**src/design/bc13_pkg.sv**
```systemverilog
// Shared types, constants and arithmetic helpers for the BC1/BC3 texel decoder.
package bc13_pkg;

   // Selector codes of the color palette
   localparam logic [1:0] SEL_E0   = 2'd0;
   localparam logic [1:0] SEL_E1   = 2'd1;
   localparam logic [1:0] SEL_MIX0 = 2'd2;
   localparam logic [1:0] SEL_MIX1 = 2'd3;

   // Alpha index codes with fixed meaning
   localparam logic [2:0] AIDX_A0   = 3'd0;
   localparam logic [2:0] AIDX_A1   = 3'd1;
   localparam logic [2:0] AIDX_ZERO = 3'd6;
   localparam logic [2:0] AIDX_FULL = 3'd7;

   // Final scaling applied to a color numerator
   typedef logic [1:0] color_op_type;
   localparam color_op_type COP_PASS  = 2'd0;
   localparam color_op_type COP_HALF  = 2'd1;
   localparam color_op_type COP_THIRD = 2'd2;

   // Final scaling applied to an alpha numerator
   typedef logic [1:0] alpha_op_type;
   localparam alpha_op_type AOP_PASS    = 2'd0;
   localparam alpha_op_type AOP_FIFTH   = 2'd1;
   localparam alpha_op_type AOP_SEVENTH = 2'd2;

   // Request payload
   typedef struct packed {
      logic [63:0] color_word;
      logic [63:0] alpha_word;
      logic [1:0]  texel_column;
      logic [1:0]  texel_row;
   } req_type;

   // Palette stage output: numerators plus the divide still to be done
   typedef struct packed {
      logic [9:0]   num_red;
      logic [9:0]   num_green;
      logic [9:0]   num_blue;
      color_op_type color_op;
      logic [10:0]  num_alpha;
      alpha_op_type alpha_op;
   } stage_type;

   // Result payload
   typedef struct packed {
      logic [7:0] red;
      logic [7:0] green;
      logic [7:0] blue;
      logic [7:0] alpha;
   } rsp_type;

   // Endpoint expansion tables: x * 255 / max, truncated
   typedef logic [31:0][7:0] exp5_type;
   typedef logic [63:0][7:0] exp6_type;

   function automatic exp5_type build_exp5();
      exp5_type t;
      for (int i = 0; i < 32; i++) begin
         t[i] = 8'((i * 255) / 31);
      end
      return t;
   endfunction

   function automatic exp6_type build_exp6();
      exp6_type t;
      for (int i = 0; i < 64; i++) begin
         t[i] = 8'((i * 255) / 63);
      end
      return t;
   endfunction

   localparam exp5_type EXPAND5 = build_exp5();
   localparam exp6_type EXPAND6 = build_exp6();

   // n / 3 for n < 768: reciprocal 683 / 2^11
   function automatic logic [7:0] div3(input logic [9:0] n);
      logic [20:0] prod;
      prod = {11'b0, n} * 21'd683;
      return prod[18:11];
   endfunction

   // n / 5 for n < 1280: reciprocal 1639 / 2^13
   function automatic logic [7:0] div5(input logic [10:0] n);
      logic [21:0] prod;
      prod = {11'b0, n} * 22'd1639;
      return prod[20:13];
   endfunction

   // n / 7 for n < 1792: reciprocal 2341 / 2^14
   function automatic logic [7:0] div7(input logic [10:0] n);
      logic [22:0] prod;
      prod = {12'b0, n} * 23'd2341;
      return prod[21:14];
   endfunction

endpackage

```
**src/design/bc13_if.sv**
```systemverilog
// Valid/ready channel interfaces for request, response and register write.
interface bc13_req_if;
   logic        valid;
   logic        ready;
   logic [63:0] color_word;
   logic [63:0] alpha_word;
   logic [1:0]  texel_column;
   logic [1:0]  texel_row;

   modport source(output valid, color_word, alpha_word, texel_column, texel_row,
                  input ready);
   modport sink(input valid, color_word, alpha_word, texel_column, texel_row,
                output ready);
endinterface

interface bc13_rsp_if;
   logic       valid;
   logic       ready;
   logic [7:0] red;
   logic [7:0] green;
   logic [7:0] blue;
   logic [7:0] alpha;

   modport source(output valid, red, green, blue, alpha, input ready);
   modport sink(input valid, red, green, blue, alpha, output ready);
endinterface

interface bc13_csr_if;
   logic valid;
   logic ready;
   logic bc3_mode;

   modport source(output valid, bc3_mode, input ready);
   modport sink(input valid, bc3_mode, output ready);
endinterface

```
**src/design/bc13_palette.sv**
```systemverilog
// Palette stage: texel selection, endpoint expansion and palette numerators.
module bc13_palette (
   input  bc13_pkg::req_type   req,
   input  logic                bc3_mode,
   output bc13_pkg::stage_type stage
);

   logic [3:0]  texel_num;
   logic [31:0] selectors;
   logic [47:0] alpha_indices;
   logic [5:0]  alpha_ofs;
   logic [1:0]  sel;
   logic [2:0]  aidx;
   logic [15:0] c0;
   logic [15:0] c1;
   logic        four;
   logic [7:0]  e0_red, e0_green, e0_blue;
   logic [7:0]  e1_red, e1_green, e1_blue;
   logic [7:0]  a0;
   logic [7:0]  a1;
   logic [2:0]  wt1;
   logic [2:0]  wt0;

   // Numerator of one color channel for the chosen palette entry
   function automatic logic [9:0] chan_num(input logic [7:0] e0, input logic [7:0] e1,
                                           input logic [1:0] s, input logic four_mode);
      logic [9:0] n;
      case (s)
         bc13_pkg::SEL_E0: n = {2'b0, e0};
         bc13_pkg::SEL_E1: n = {2'b0, e1};
         bc13_pkg::SEL_MIX0: begin
            if (four_mode) n = {1'b0, e0, 1'b0} + {2'b0, e1};
            else           n = {2'b0, e0} + {2'b0, e1};
         end
         default: begin
            if (four_mode) n = {2'b0, e0} + {1'b0, e1, 1'b0};
            else           n = '0;
         end
      endcase
      return n;
   endfunction

   // Pick the texel's selector and alpha index
   assign texel_num     = {req.texel_row, req.texel_column};
   assign selectors     = req.color_word[63:32];
   assign alpha_indices = req.alpha_word[63:16];
   assign alpha_ofs     = {2'b0, texel_num} + {1'b0, texel_num, 1'b0};
   assign sel           = selectors[{texel_num, 1'b0} +: 2];
   assign aidx          = alpha_indices[alpha_ofs +: 3];

   // Endpoints and palette mode
   assign c0   = req.color_word[15:0];
   assign c1   = req.color_word[31:16];
   assign four = (c0 > c1) || bc3_mode;

   assign e0_red   = bc13_pkg::EXPAND5[c0[15:11]];
   assign e0_green = bc13_pkg::EXPAND6[c0[10:5]];
   assign e0_blue  = bc13_pkg::EXPAND5[c0[4:0]];
   assign e1_red   = bc13_pkg::EXPAND5[c1[15:11]];
   assign e1_green = bc13_pkg::EXPAND6[c1[10:5]];
   assign e1_blue  = bc13_pkg::EXPAND5[c1[4:0]];

   assign a0  = req.alpha_word[7:0];
   assign a1  = req.alpha_word[15:8];
   assign wt1 = aidx - 3'd1;
   assign wt0 = (a0 > a1) ? (3'd7 - wt1) : (3'd5 - wt1);

   // Color and alpha numerators with the divide still to be done
   always_comb begin
      stage.num_red   = chan_num(e0_red, e1_red, sel, four);
      stage.num_green = chan_num(e0_green, e1_green, sel, four);
      stage.num_blue  = chan_num(e0_blue, e1_blue, sel, four);
      if (sel == bc13_pkg::SEL_E0 || sel == bc13_pkg::SEL_E1) begin
         stage.color_op = bc13_pkg::COP_PASS;
      end else if (four) begin
         stage.color_op = bc13_pkg::COP_THIRD;
      end else if (sel == bc13_pkg::SEL_MIX0) begin
         stage.color_op = bc13_pkg::COP_HALF;
      end else begin
         stage.color_op = bc13_pkg::COP_PASS;
      end

      // Alpha numerator and its divide
      stage.alpha_op = bc13_pkg::AOP_PASS;
      if (!bc3_mode) begin
         // BC1: only transparent black carries zero alpha
         stage.num_alpha = (!four && sel == bc13_pkg::SEL_MIX1) ? 11'd0 : 11'd255;
      end else if (aidx == bc13_pkg::AIDX_A0) begin
         stage.num_alpha = {3'b0, a0};
      end else if (aidx == bc13_pkg::AIDX_A1) begin
         stage.num_alpha = {3'b0, a1};
      end else if (a0 > a1) begin
         stage.num_alpha = ({8'b0, wt0} * {3'b0, a0}) + ({8'b0, wt1} * {3'b0, a1});
         stage.alpha_op  = bc13_pkg::AOP_SEVENTH;
      end else if (aidx == bc13_pkg::AIDX_ZERO) begin
         stage.num_alpha = 11'd0;
      end else if (aidx == bc13_pkg::AIDX_FULL) begin
         stage.num_alpha = 11'd255;
      end else begin
         stage.num_alpha = ({8'b0, wt0} * {3'b0, a0}) + ({8'b0, wt1} * {3'b0, a1});
         stage.alpha_op  = bc13_pkg::AOP_FIFTH;
      end
   end

endmodule

```
**src/design/bc1_bc3_texel_decoder.sv**
```systemverilog
// Top level of the BC1/BC3 single-texel decoder.
// A request passes through the input register, the palette register and the output register, in that order.
// Throughput: one texel per cycle; the pipeline stalls only when the result is not taken.
// Reset clears all stage valid flags and selects BC1 mode.
module bc1_bc3_texel_decoder (
   input logic        clock,
   input logic        reset,
   bc13_req_if.sink   req_chan,
   bc13_rsp_if.source rsp_chan,
   bc13_csr_if.sink   csr_chan
);

   logic                bc3_mode_ff;
   logic                bc3_mode_in;
   logic                s1_valid_ff, s1_valid_in;
   bc13_pkg::req_type   s1_req_ff;
   bc13_pkg::req_type   s1_req_in;
   logic                s2_valid_ff, s2_valid_in;
   bc13_pkg::stage_type s2_ff;
   bc13_pkg::stage_type s2_in;
   logic                out_valid_ff, out_valid_in;
   bc13_pkg::rsp_type   out_ff;
   bc13_pkg::rsp_type   out_in;
   logic                out_en, s2_en, s1_en;

   // Mode register; the user writes it only while idle, the block itself does not enforce this
   assign csr_chan.ready = 1'b1;
   assign bc3_mode_in    = (csr_chan.valid) ? csr_chan.bc3_mode : bc3_mode_ff;

   // Stall chain from the response side back to the request side
   assign out_en         = !out_valid_ff || rsp_chan.ready;
   assign s2_en          = !s2_valid_ff || out_en;
   assign s1_en          = !s1_valid_ff || s2_en;
   assign req_chan.ready = s1_en;

   // Input register
   assign s1_valid_in = s1_en ? req_chan.valid : s1_valid_ff;
   always_comb begin
      s1_req_in.color_word   = req_chan.color_word;
      s1_req_in.alpha_word   = req_chan.alpha_word;
      s1_req_in.texel_column = req_chan.texel_column;
      s1_req_in.texel_row    = req_chan.texel_row;
   end

   // Palette numerators
   bc13_palette u_palette (
      .req      (s1_req_ff),
      .bc3_mode (bc3_mode_ff),
      .stage    (s2_in)
   );
   assign s2_valid_in = s2_en ? s1_valid_ff : s2_valid_ff;

   // Constant divides into the result register
   function automatic logic [7:0] color_div(input logic [9:0] n,
                                            input bc13_pkg::color_op_type op);
      logic [7:0] r;
      case (op)
         bc13_pkg::COP_HALF:  r = n[8:1];
         bc13_pkg::COP_THIRD: r = bc13_pkg::div3(n);
         default:             r = n[7:0];
      endcase
      return r;
   endfunction

   always_comb begin
      out_in.red   = color_div(s2_ff.num_red, s2_ff.color_op);
      out_in.green = color_div(s2_ff.num_green, s2_ff.color_op);
      out_in.blue  = color_div(s2_ff.num_blue, s2_ff.color_op);
      case (s2_ff.alpha_op)
         bc13_pkg::AOP_FIFTH:   out_in.alpha = bc13_pkg::div5(s2_ff.num_alpha);
         bc13_pkg::AOP_SEVENTH: out_in.alpha = bc13_pkg::div7(s2_ff.num_alpha);
         default:               out_in.alpha = s2_ff.num_alpha[7:0];
      endcase
   end
   assign out_valid_in = out_en ? s2_valid_ff : (out_valid_ff && !rsp_chan.ready);

   // Control registers
   always_ff @(posedge clock) begin
      if (reset) begin
         bc3_mode_ff  <= 1'b0;
         s1_valid_ff  <= 1'b0;
         s2_valid_ff  <= 1'b0;
         out_valid_ff <= 1'b0;
      end else begin
         bc3_mode_ff  <= bc3_mode_in;
         s1_valid_ff  <= s1_valid_in;
         s2_valid_ff  <= s2_valid_in;
         out_valid_ff <= out_valid_in;
      end
   end

   // Payload registers
   always_ff @(posedge clock) begin
      if (s1_en) s1_req_ff <= s1_req_in;
      if (s2_en) s2_ff     <= s2_in;
      if (out_en) out_ff   <= out_in;
   end

   // Response port
   assign rsp_chan.valid = out_valid_ff;
   assign rsp_chan.red   = out_ff.red;
   assign rsp_chan.green = out_ff.green;
   assign rsp_chan.blue  = out_ff.blue;
   assign rsp_chan.alpha = out_ff.alpha;

endmodule

```
**src/flat_wrapper.sv**
```systemverilog
// flat-port wrapper written by rule: the top's interface ports become plain ports
module bc1_bc3_texel_decoder_flat 
  (clock, reset, req_chan_valid, req_chan_color_word, req_chan_alpha_word, req_chan_texel_column, req_chan_texel_row, req_chan_ready, rsp_chan_valid, rsp_chan_red, rsp_chan_green, rsp_chan_blue, rsp_chan_alpha, rsp_chan_ready, csr_chan_valid, csr_chan_bc3_mode, csr_chan_ready);
  bc13_req_if req_chan_i ();
  bc13_rsp_if rsp_chan_i ();
  bc13_csr_if csr_chan_i ();
  input logic clock;
  input logic reset;
  input wire logic [$bits(req_chan_i.valid)-1:0] req_chan_valid;
  input wire logic [$bits(req_chan_i.color_word)-1:0] req_chan_color_word;
  input wire logic [$bits(req_chan_i.alpha_word)-1:0] req_chan_alpha_word;
  input wire logic [$bits(req_chan_i.texel_column)-1:0] req_chan_texel_column;
  input wire logic [$bits(req_chan_i.texel_row)-1:0] req_chan_texel_row;
  output wire logic [$bits(req_chan_i.ready)-1:0] req_chan_ready;
  output wire logic [$bits(rsp_chan_i.valid)-1:0] rsp_chan_valid;
  output wire logic [$bits(rsp_chan_i.red)-1:0] rsp_chan_red;
  output wire logic [$bits(rsp_chan_i.green)-1:0] rsp_chan_green;
  output wire logic [$bits(rsp_chan_i.blue)-1:0] rsp_chan_blue;
  output wire logic [$bits(rsp_chan_i.alpha)-1:0] rsp_chan_alpha;
  input wire logic [$bits(rsp_chan_i.ready)-1:0] rsp_chan_ready;
  input wire logic [$bits(csr_chan_i.valid)-1:0] csr_chan_valid;
  input wire logic [$bits(csr_chan_i.bc3_mode)-1:0] csr_chan_bc3_mode;
  output wire logic [$bits(csr_chan_i.ready)-1:0] csr_chan_ready;
  assign req_chan_i.valid = req_chan_valid;
  assign req_chan_i.color_word = req_chan_color_word;
  assign req_chan_i.alpha_word = req_chan_alpha_word;
  assign req_chan_i.texel_column = req_chan_texel_column;
  assign req_chan_i.texel_row = req_chan_texel_row;
  assign req_chan_ready = req_chan_i.ready;
  assign rsp_chan_valid = rsp_chan_i.valid;
  assign rsp_chan_red = rsp_chan_i.red;
  assign rsp_chan_green = rsp_chan_i.green;
  assign rsp_chan_blue = rsp_chan_i.blue;
  assign rsp_chan_alpha = rsp_chan_i.alpha;
  assign rsp_chan_i.ready = rsp_chan_ready;
  assign csr_chan_i.valid = csr_chan_valid;
  assign csr_chan_i.bc3_mode = csr_chan_bc3_mode;
  assign csr_chan_ready = csr_chan_i.ready;
  bc1_bc3_texel_decoder u_core (.clock(clock), .reset(reset), .req_chan(req_chan_i), .rsp_chan(rsp_chan_i), .csr_chan(csr_chan_i));
endmodule
```
**config.mk**
```make
export PLATFORM = sky130hd
export DESIGN_NAME = bc1_bc3_texel_decoder_flat
export DESIGN_NICKNAME = d
export VERILOG_FILES = /design/src/design/bc13_pkg.sv /design/src/design/bc13_if.sv /design/src/design/bc13_palette.sv /design/src/design/bc1_bc3_texel_decoder.sv /design/src/flat_wrapper.sv
export SDC_FILE = /design/constraint.sdc
export NUM_CORES = 1
export LEC_CHECK = 0
export BUFFER_PORTS_ARGS = -buffer_cell sky130_fd_sc_hd__buf_2
export CORE_MARGIN = 2
export CORE_UTILIZATION = 50
export DETAILED_ROUTE_END_ITERATION = 8
export PLACE_DENSITY = 0.69
export REMOVE_ABC_BUFFERS = 1
export SETUP_SLACK_MARGIN = 0.4
export SLEW_MARGIN = 5
export SYNTH_ARGS = -nofsm -noshare
export SYNTH_HDL_FRONTEND = slang
export SYNTH_SLANG_ARGS = --single-unit
export TNS_END_PERCENT = 1
```
**constraint.sdc**
```tcl
create_clock -name clock -period 22.9 [get_ports clock]
set_clock_uncertainty 0.05 [all_clocks]
set_input_delay 0 -clock clock [delete_from_list [all_inputs] [get_ports clock]]
set_output_delay 0 -clock clock [all_outputs]
set_load 0.01 [all_outputs]
```
======== Word-level counts from Yosys, hierarchy flattened ========
Memories as Yosys holds them, arrays and structs flattened. A register that Yosys moved wholly into a read port is not among the register bits.
Index checks and enable logic that the tools add are counted.
storage, ports and cells
  register bits after elaboration ......... 213
  bits in read-only memories .............. 2048
  word-level logic and storage cells ...... 123
  memories ................................ 6
  bits of input ports ..................... 138
  output and inout port bits .............. 35
operators by class
  mux-type cells .......................... 38
  multiply operators ...................... 7
  order comparisons ....................... 8
  shift operators ......................... 2
  add/sub/neg operators ................... 14
  bitwise logic cells ..................... 1
  equal/unequal tests ..................... 10
  reductions and logical operators ........ 17
memory list
  name             depth  width  read ports  clocked after Yosys merged registers in  wr ports  line                text
  (no name shown)  64     8      1           1                                        0         bc13_palette.sv:60  assign e1_green = bc13_pkg::EXPAND6[c1[10:5]];
  (no name shown)  64     8      1           1                                        0         bc13_palette.sv:57  assign e0_green = bc13_pkg::EXPAND6[c0[10:5]];
  (no name shown)  32     8      1           1                                        0         bc13_palette.sv:61  assign e1_blue = bc13_pkg::EXPAND5[c1[4:0]];
  (no name shown)  32     8      1           1                                        0         bc13_palette.sv:59  assign e1_red = bc13_pkg::EXPAND5[c1[15:11]];
  (no name shown)  32     8      1           1                                        0         bc13_palette.sv:58  assign e0_blue = bc13_pkg::EXPAND5[c0[4:0]];
  (no name shown)  32     8      1           1                                        0         bc13_palette.sv:56  assign e0_red = bc13_pkg::EXPAND5[c0[15:11]];
operator list
  kind                                                                          number
  10-bit case mux with 3 select lines                                           3
  8-bit case mux with 2 select lines                                            4
  10-bit 2-to-1 mux                                                             6
  10-bit by 10-bit multiplier with 19-bit output, second input constant         3
  8-bit 2-to-1 mux                                                              7
  11-bit 2-to-1 mux                                                             5
  48-bit by 7-bit variable part select with 3-bit output                        1
  32-bit by 6-bit variable part select with 2-bit output                        1
  8-bit by 9-bit adder with 10-bit output                                       3
  9-bit by 8-bit adder with 10-bit output                                       3
  8-bit by 8-bit adder with 9-bit output                                        3
  5-bit by 6-bit less-than comparator with 1-bit output, second input constant  4
  11-bit by 12-bit multiplier with 22-bit output, second input constant         1
  3-bit by 8-bit multiplier with 11-bit output                                  2
  11-bit by 11-bit multiplier with 21-bit output, second input constant         1
  5-bit 2-to-1 mux                                                              4
  16-bit > comparator                                                           1
  6-bit by 7-bit less-than comparator with 1-bit output, second input constant  2
  13-bit 2-to-1 mux                                                             1
  6-bit 2-to-1 mux                                                              2
  11-bit adder                                                                  1
  2-bit equality test, second input constant                                    4
  8-bit > comparator                                                            1
  4-bit by 5-bit adder with 6-bit output                                        1
  17 further kinds                                                              33

======== Logic depth before layout (Yosys ltp) ========
  depth in word-level cells ............... 13
  mapped depth ............................ 32
  depth with buffers taken out ............ 29

======== Modules after synthesis ========
Synthesis repeated with hierarchy kept, for this count alone.
unflattened totals
  cells, all modules ...................... 2173
  area, all modules ....................... 23158.5 sq um
by module, submodules not included
  module                 times used  area each (sq um)  sequential area each (sq um)  cells an instance
  bc1_bc3_texel_decoder  1           15332.2            6356.1                        1194
  bc13_palette           1           7826.3             0.0                           979

======== Worst setup path before layout ========
OpenSTA, ideal clock, no wires.
  path type ............................... flip-flop to flip-flop
  start ................................... reg u_core.s1_req_ff[3] in the netlist's numbering
  end ..................................... reg u_core.s2_ff[12] in the netlist's numbering (data pin)
  period minus slack after synthesis ...... 7514 ps
  required time ........................... 22595 ps
  path buffers ............................ 4
  slack ................................... 15386 ps
  stages on the path, launching flop included .. 29
  arrival ................................. 7209 ps
  path through ............................ edfxtp_1 > ha_1 > buf_4 > buf_2 > buf_2 > mux4_2 > mux4_2 > mux2_2 > a22o_1 > ha_1 > clkbuf_1 > a21oi_1 > xnor2_2 > and2_1 > fa_1 > fa_1 > inv_1 > fa_1 > inv_1 > fa_1 > a21oi_1 > nor2_1 > nor2_1 > o21bai_1 > a21o_1 > a21o_1 > a21oi_1 > xnor2_1 > and2_1
on the way
  longest elaborated chain between the ends .. 13
  elaborated cells between the ends (all ways) .. 19
  classes of those cells .................. add/sub: 5; mul: 2; eq/ne: 3; shift: 1; mux: 7; reduce/logical: 1
ends and longest elaborated chain
  what                                                        line                                     text
  start, declared                                             bc1_bc3_texel_decoder.sv:16              bc13_pkg::req_type s1_req_ff;
  start signal, assigned                                      bc1_bc3_texel_decoder.sv:94              if (s1_en) s1_req_ff <= s1_req_in;
  4-bit by 5-bit adder with 6-bit output (*)                  bc13_palette.sv:47                       assign alpha_ofs = {2'b0, texel_num} + {1'b0, texel_num, 1'b0};
  48-bit by 7-bit variable part select with 3-bit output (*)  bc13_palette.sv:49                       assign aidx = alpha_indices[alpha_ofs +: 3];
  3-bit by 1-bit subtractor with 3-bit output                 bc13_palette.sv:65                       assign wt1 = aidx - 3'd1;
  3-bit subtractor                                            bc13_palette.sv:66                       assign wt0 = (a0 > a1) ? (3'd7 - wt1) : (3'd5 - wt1);
  3-bit 2-to-1 mux                                            bc13_palette.sv:66
  3-bit by 8-bit multiplier with 11-bit output                bc13_palette.sv:93, bc13_palette.sv:100
  11-bit adder                                                bc13_palette.sv:93, bc13_palette.sv:100
  11-bit 2-to-1 mux                                           bc13_palette.sv:97                       end else if (aidx == bc13_pkg::AIDX_FULL) begin
  11-bit 2-to-1 mux                                           bc13_palette.sv:95                       end else if (aidx == bc13_pkg::AIDX_ZERO) begin
  13-bit 2-to-1 mux                                           bc13_palette.sv:92                       end else if (a0 > a1) begin
  11-bit 2-to-1 mux                                           bc13_palette.sv:90                       end else if (aidx == bc13_pkg::AIDX_A1) begin
  11-bit 2-to-1 mux (*)                                       bc13_palette.sv:88                       end else if (aidx == bc13_pkg::AIDX_A0) begin
  11-bit 2-to-1 mux (*)                                       bc13_palette.sv:85                       if (!bc3_mode) begin
  end signal, assigned                                        bc1_bc3_texel_decoder.sv:95              if (s2_en) s2_ff <= s2_in;
  end, declared                                               bc1_bc3_texel_decoder.sv:19              bc13_pkg::stage_type s2_ff;
Every way passes the cells marked *; elsewhere a longest branch is shown, timed or not.
A chain may end at the register's enable or synchronous reset.

======== Final worst setup path ========
  start ................................... reg u_core.s1_req_ff[2] in the netlist's numbering
  end ..................................... reg u_core.s2_ff[12] in the netlist's numbering (data pin)
The elaborated chain is that of the path after synthesis.

==> out/metrics.csv <==
stage,metric,value,unit
global_routing,GR Overflow Total,0,
synthesis,post-synth top area cell,edfxtp_1,
worst_setup_path,Worst R2R End,u_core.s2_ff[12],
routing,post-route ant nets,0,
global_routing,vias in the first global route,18689,
worst_setup_path,R2R Setup Slk,13800,ps
finish,most frequent cells in the layout,"ha_1 (417), inv_1 (355), edfxtp_1 (209)",
routing,1st-pass router iterations,5,
placed_design,routability cong.,0.858,
sta,"Hold Violations, Final",0,
clock_network,clock slew at reported path FFs,70,ps
worst_setup_path,CP max stage cell,fa_1,
placed_design,port buffer count,171,
clock_network,H-Tree Depth,1,
placed_design,DPL Wire Length,42800,um
global_routing,pin count of the biggest net entering global routing,93,
worst_setup_path,crit-path max FO,44,
die,Die ar.,0.0500,mm2
clock_network,TritonCTS clock tree,yes,
worst_setup_path,Setup crit start kind,flop,
sta,Slew headroom,24.8,%
routing,vias per inst,5.56,
die,DIE WIDTH,223,um
sta,"Slew Viols, Final",0,
synthesis,Area contributors post-synth,"edfxtp_1 (26%), ha_1 (22%), fa_1 (13%), inv_1 (5.5%), mux4_2 (4.4%)",
synthesis,mux contribution to synthesized area,6.52,%
worst_setup_path,Crit. path cell count,29,
synthesis,post-synthesis async set-or-reset flop share,0,%
worst_setup_path,Worst EP arrival,9380,ps
sta,worst-margin pin slew,1130,ps
finish,fin nets,3207,
routing,final WL,56700,um
worst_setup_path,crit end category,flop,
die,starting density of the core,50.6,%
worst_setup_path,Crit Path Class,flop to flop,
worst_setup_path,CP Capture Point,u_core.s2_ff[12],
worst_setup_path,WP data required,23180,ps
hold_path,Hold WC Path Type,input pin to flop,
worst_setup_path,Critical Path Max Stage Delay,1030,ps
placed_design,pre-CTS setup slack,13960,ps
clock_network,CTS Hold Bufs,137,
sta,RSZ-0062 raised after global routing,no,
synthesis,top-area cell type share of the netlist area,26.1,%
sta,PnR worst setup slack,13800,ps
synthesis,register area share after synthesis,30.4,%
finish,Area Overhead vs Synth,16.0,%
run_status,run status,"finished, final reports clean",
synthesis,"Top FF cell, synth",edfxtp_1,
global_routing,Tot GR Track Use,23.2,%
finish,"most common cell after layout, fill and taps aside",ha_1,
worst_setup_path,FF-to-FF path depth,29,
synthesis,Gate Count Post-Synth,2204,
synthesis,Yosys cell types,75,
finish,share of cells above drive strength 1,11.9,%
worst_setup_path,CP startpoint,u_core.s1_req_ff[2],
clock_network,clock buffer depth,3,
clock_network,post-cts sizing count,0,
synthesis,xor and xnor fraction of the mapped netlist area,4.11,%
synthesis,Post-Syn Area,0.0241,mm2
routing,Iter 0 DRT Violations,997,
global_routing,number of antenna violations at the first check in global routing,3,
run,maxcap violations,0,
worst_setup_path,most used cell along the critical path,fa_1,
placed_design,Area after DPL,0.0256,mm2
synthesis,Synth Register Bits,261,
finish,Final Util,58.6,%
clock_network,CTS Sinks,261,
synthesis,compound-cell area share of the yosys netlist,12.3,%
worst_setup_path,critical path buffer and inverter count,6,
die,core box area,0.0476,mm2
synthesis,Synth Area in Simple Gates,5.96,%
die,IO Pins,173,
sta,setup violators final,0,
sta,Max Freq,110,MHz
synthesis,largest family of logic cells by synthesized area,adder cells,
routing,Vias,17468,
routing,routed len/inst,18.0,um
sta,min Tclk post-route,9100,ps
worst_setup_path,"CP delay by family, top",adder cells,
sta,setup_tns,0,ps
clock_network,Skew-Pair Late Insertion Delay,600,ps
sta,Tcrit/Tclk final,39.7,%
finish,post-route cell area,0.0279,mm2
routing,drt drc,0,
synthesis,Avg Inst Size Synth,10.9,um2
clock_network,TritonCTS Buffers,28,
worst_setup_path,reg-to-reg startpoint,u_core.s1_req_ff[2],
synthesis,yosys warns,0,
clock_network,post-CTS setup buffer count,0,
synthesis,"EDFF count, synth",209,
synthesis,area share of fa/ha/maj cells after synthesis,34.2,%
clock_network,clk root buf,clkbuf_16,
die,Chip Height,223,um
die,FP Rows,80,
global_routing,first-pass GRT wire length,94200,um
[per-layer routing]
layer | GRT usage, % | share of wire, % | up-vias | routed length, um
li1 | - | - | 8440 | -
met1 | 30.9 | 44 | 8410 | 25000
met2 | 39.4 | 48 | 518 | 27000
met3 | 3.38 | 5.6 | 100 | 3150
met4 | 6.54 | 2.6 | 0 | 1490
met5 | 0 | 0 | - | 0
[cell usage after synthesis (9+ instances only)]
| library cell | instances |
|---|---|
| a221oi_1 | 21 |
| a21oi_1 | 148 |
| mux2i_1 | 41 |
| inv_1 | 355 |
| edfxtp_1 | 209 |
| a31oi_1 | 10 |
| nor2_1 | 90 |
| nor3_1 | 29 |
| ha_1 | 417 |
| buf_2 | 10 |
| clkbuf_1 | 34 |
| o21bai_1 | 23 |
| and2_1 | 27 |
| a22oi_1 | 9 |
| and3_1 | 9 |
| nand3_1 | 22 |
| a21o_1 | 34 |
| or3_1 | 10 |
| xnor2_1 | 82 |
| o21a_1 | 19 |
| mux4_2 | 47 |
| o22a_1 | 15 |
| o211ai_1 | 14 |
| fa_1 | 151 |
| nor2b_1 | 26 |
| xor2_1 | 26 |
| o21ai_0 | 76 |
| nand2_1 | 56 |
| o21ai_1 | 19 |
| dfxtp_1 | 52 |
[stage by stage]
stage / instances / hold WS, ps
finish: 3141 / 66.6
global placement: 2949 / 127
CTS: 3138 / 35.0
detailed placement: 2949 / 128
global route: 3141 / 52.8
floorplan: 2152 / 19.1
[sequential cells by signal, summed over array words and instances (netlist names)]
signal and count:
u_core.rsp_chan.alpha 8, u_core.s1_valid_ff 1, u_core.rsp_chan.green 8, u_core.u_palette.e0_green 8, u_core.u_palette.e1_blue 8, u_core.s2_ff 45
u_core.s2_valid_ff 1, u_core.rsp_chan.blue 8, u_core.u_palette.e1_green 8, u_core.bc3_mode_ff 1, u_core.u_palette.e0_red 8, u_core.s1_req_ff 132
u_core.rsp_chan.valid 1, u_core.u_palette.e0_blue 8, u_core.rsp_chan.red 8, u_core.u_palette.e1_red 8
[worst min-delay path by stage]
stage	from	end	cells after the start
4_1_cts	req_chan_alpha_word[41]	u_core.s1_req_ff[45]	2
5_1_grt	req_chan_alpha_word[18]	u_core.s1_req_ff[22]	2
3_3_place_gp	req_chan_color_word[60]	u_core.s1_req_ff[128]	1
3_5_place_dp	req_chan_color_word[60]	u_core.s1_req_ff[128]	1
2_1_floorplan	reset	u_core.s1_valid_ff	1
6_report	req_chan_alpha_word[29]	u_core.s1_req_ff[33]	2
[kinds of logic (layout without fill, tap and decap cells)]
family	Yosys count	after routing
mux	97	97
buf+inv	409	728
other cells	2	5
xor+xnor	110	110
compound gates	461	461
flops	261	261
simple gates	296	296
fa+ha+maj	568	568
[worst reg2reg max path, delay by kind of cell (launching register included)]
kind,cells,cell delay [ps]
simple gates,4,600
compound gates,8,1320
buf+inv,6,1220
xor+xnor,2,580
fa+ha+maj,7,3850
flops,1,380
mux,2,860
[cell type report]
| cell class | instances | area (um2) |
|---|---|---|
| clock inverters | 22 | 270 |
| well taps | 615 | 769 |
| fillers | 3961 | 19700 |
| diodes | 3 | 7.51 |
| flip-flops and latches | 261 | 7320 |
| multi-input cells | 1534 | 15200 |
| inverters | 357 | 1340 |
| clock buffers | 30 | 708 |
| repair buffers | 319 | 2310 |
Power is not shown: default switching activity piles up to over one toggle a cycle in this logic, so the estimate is an artifact.
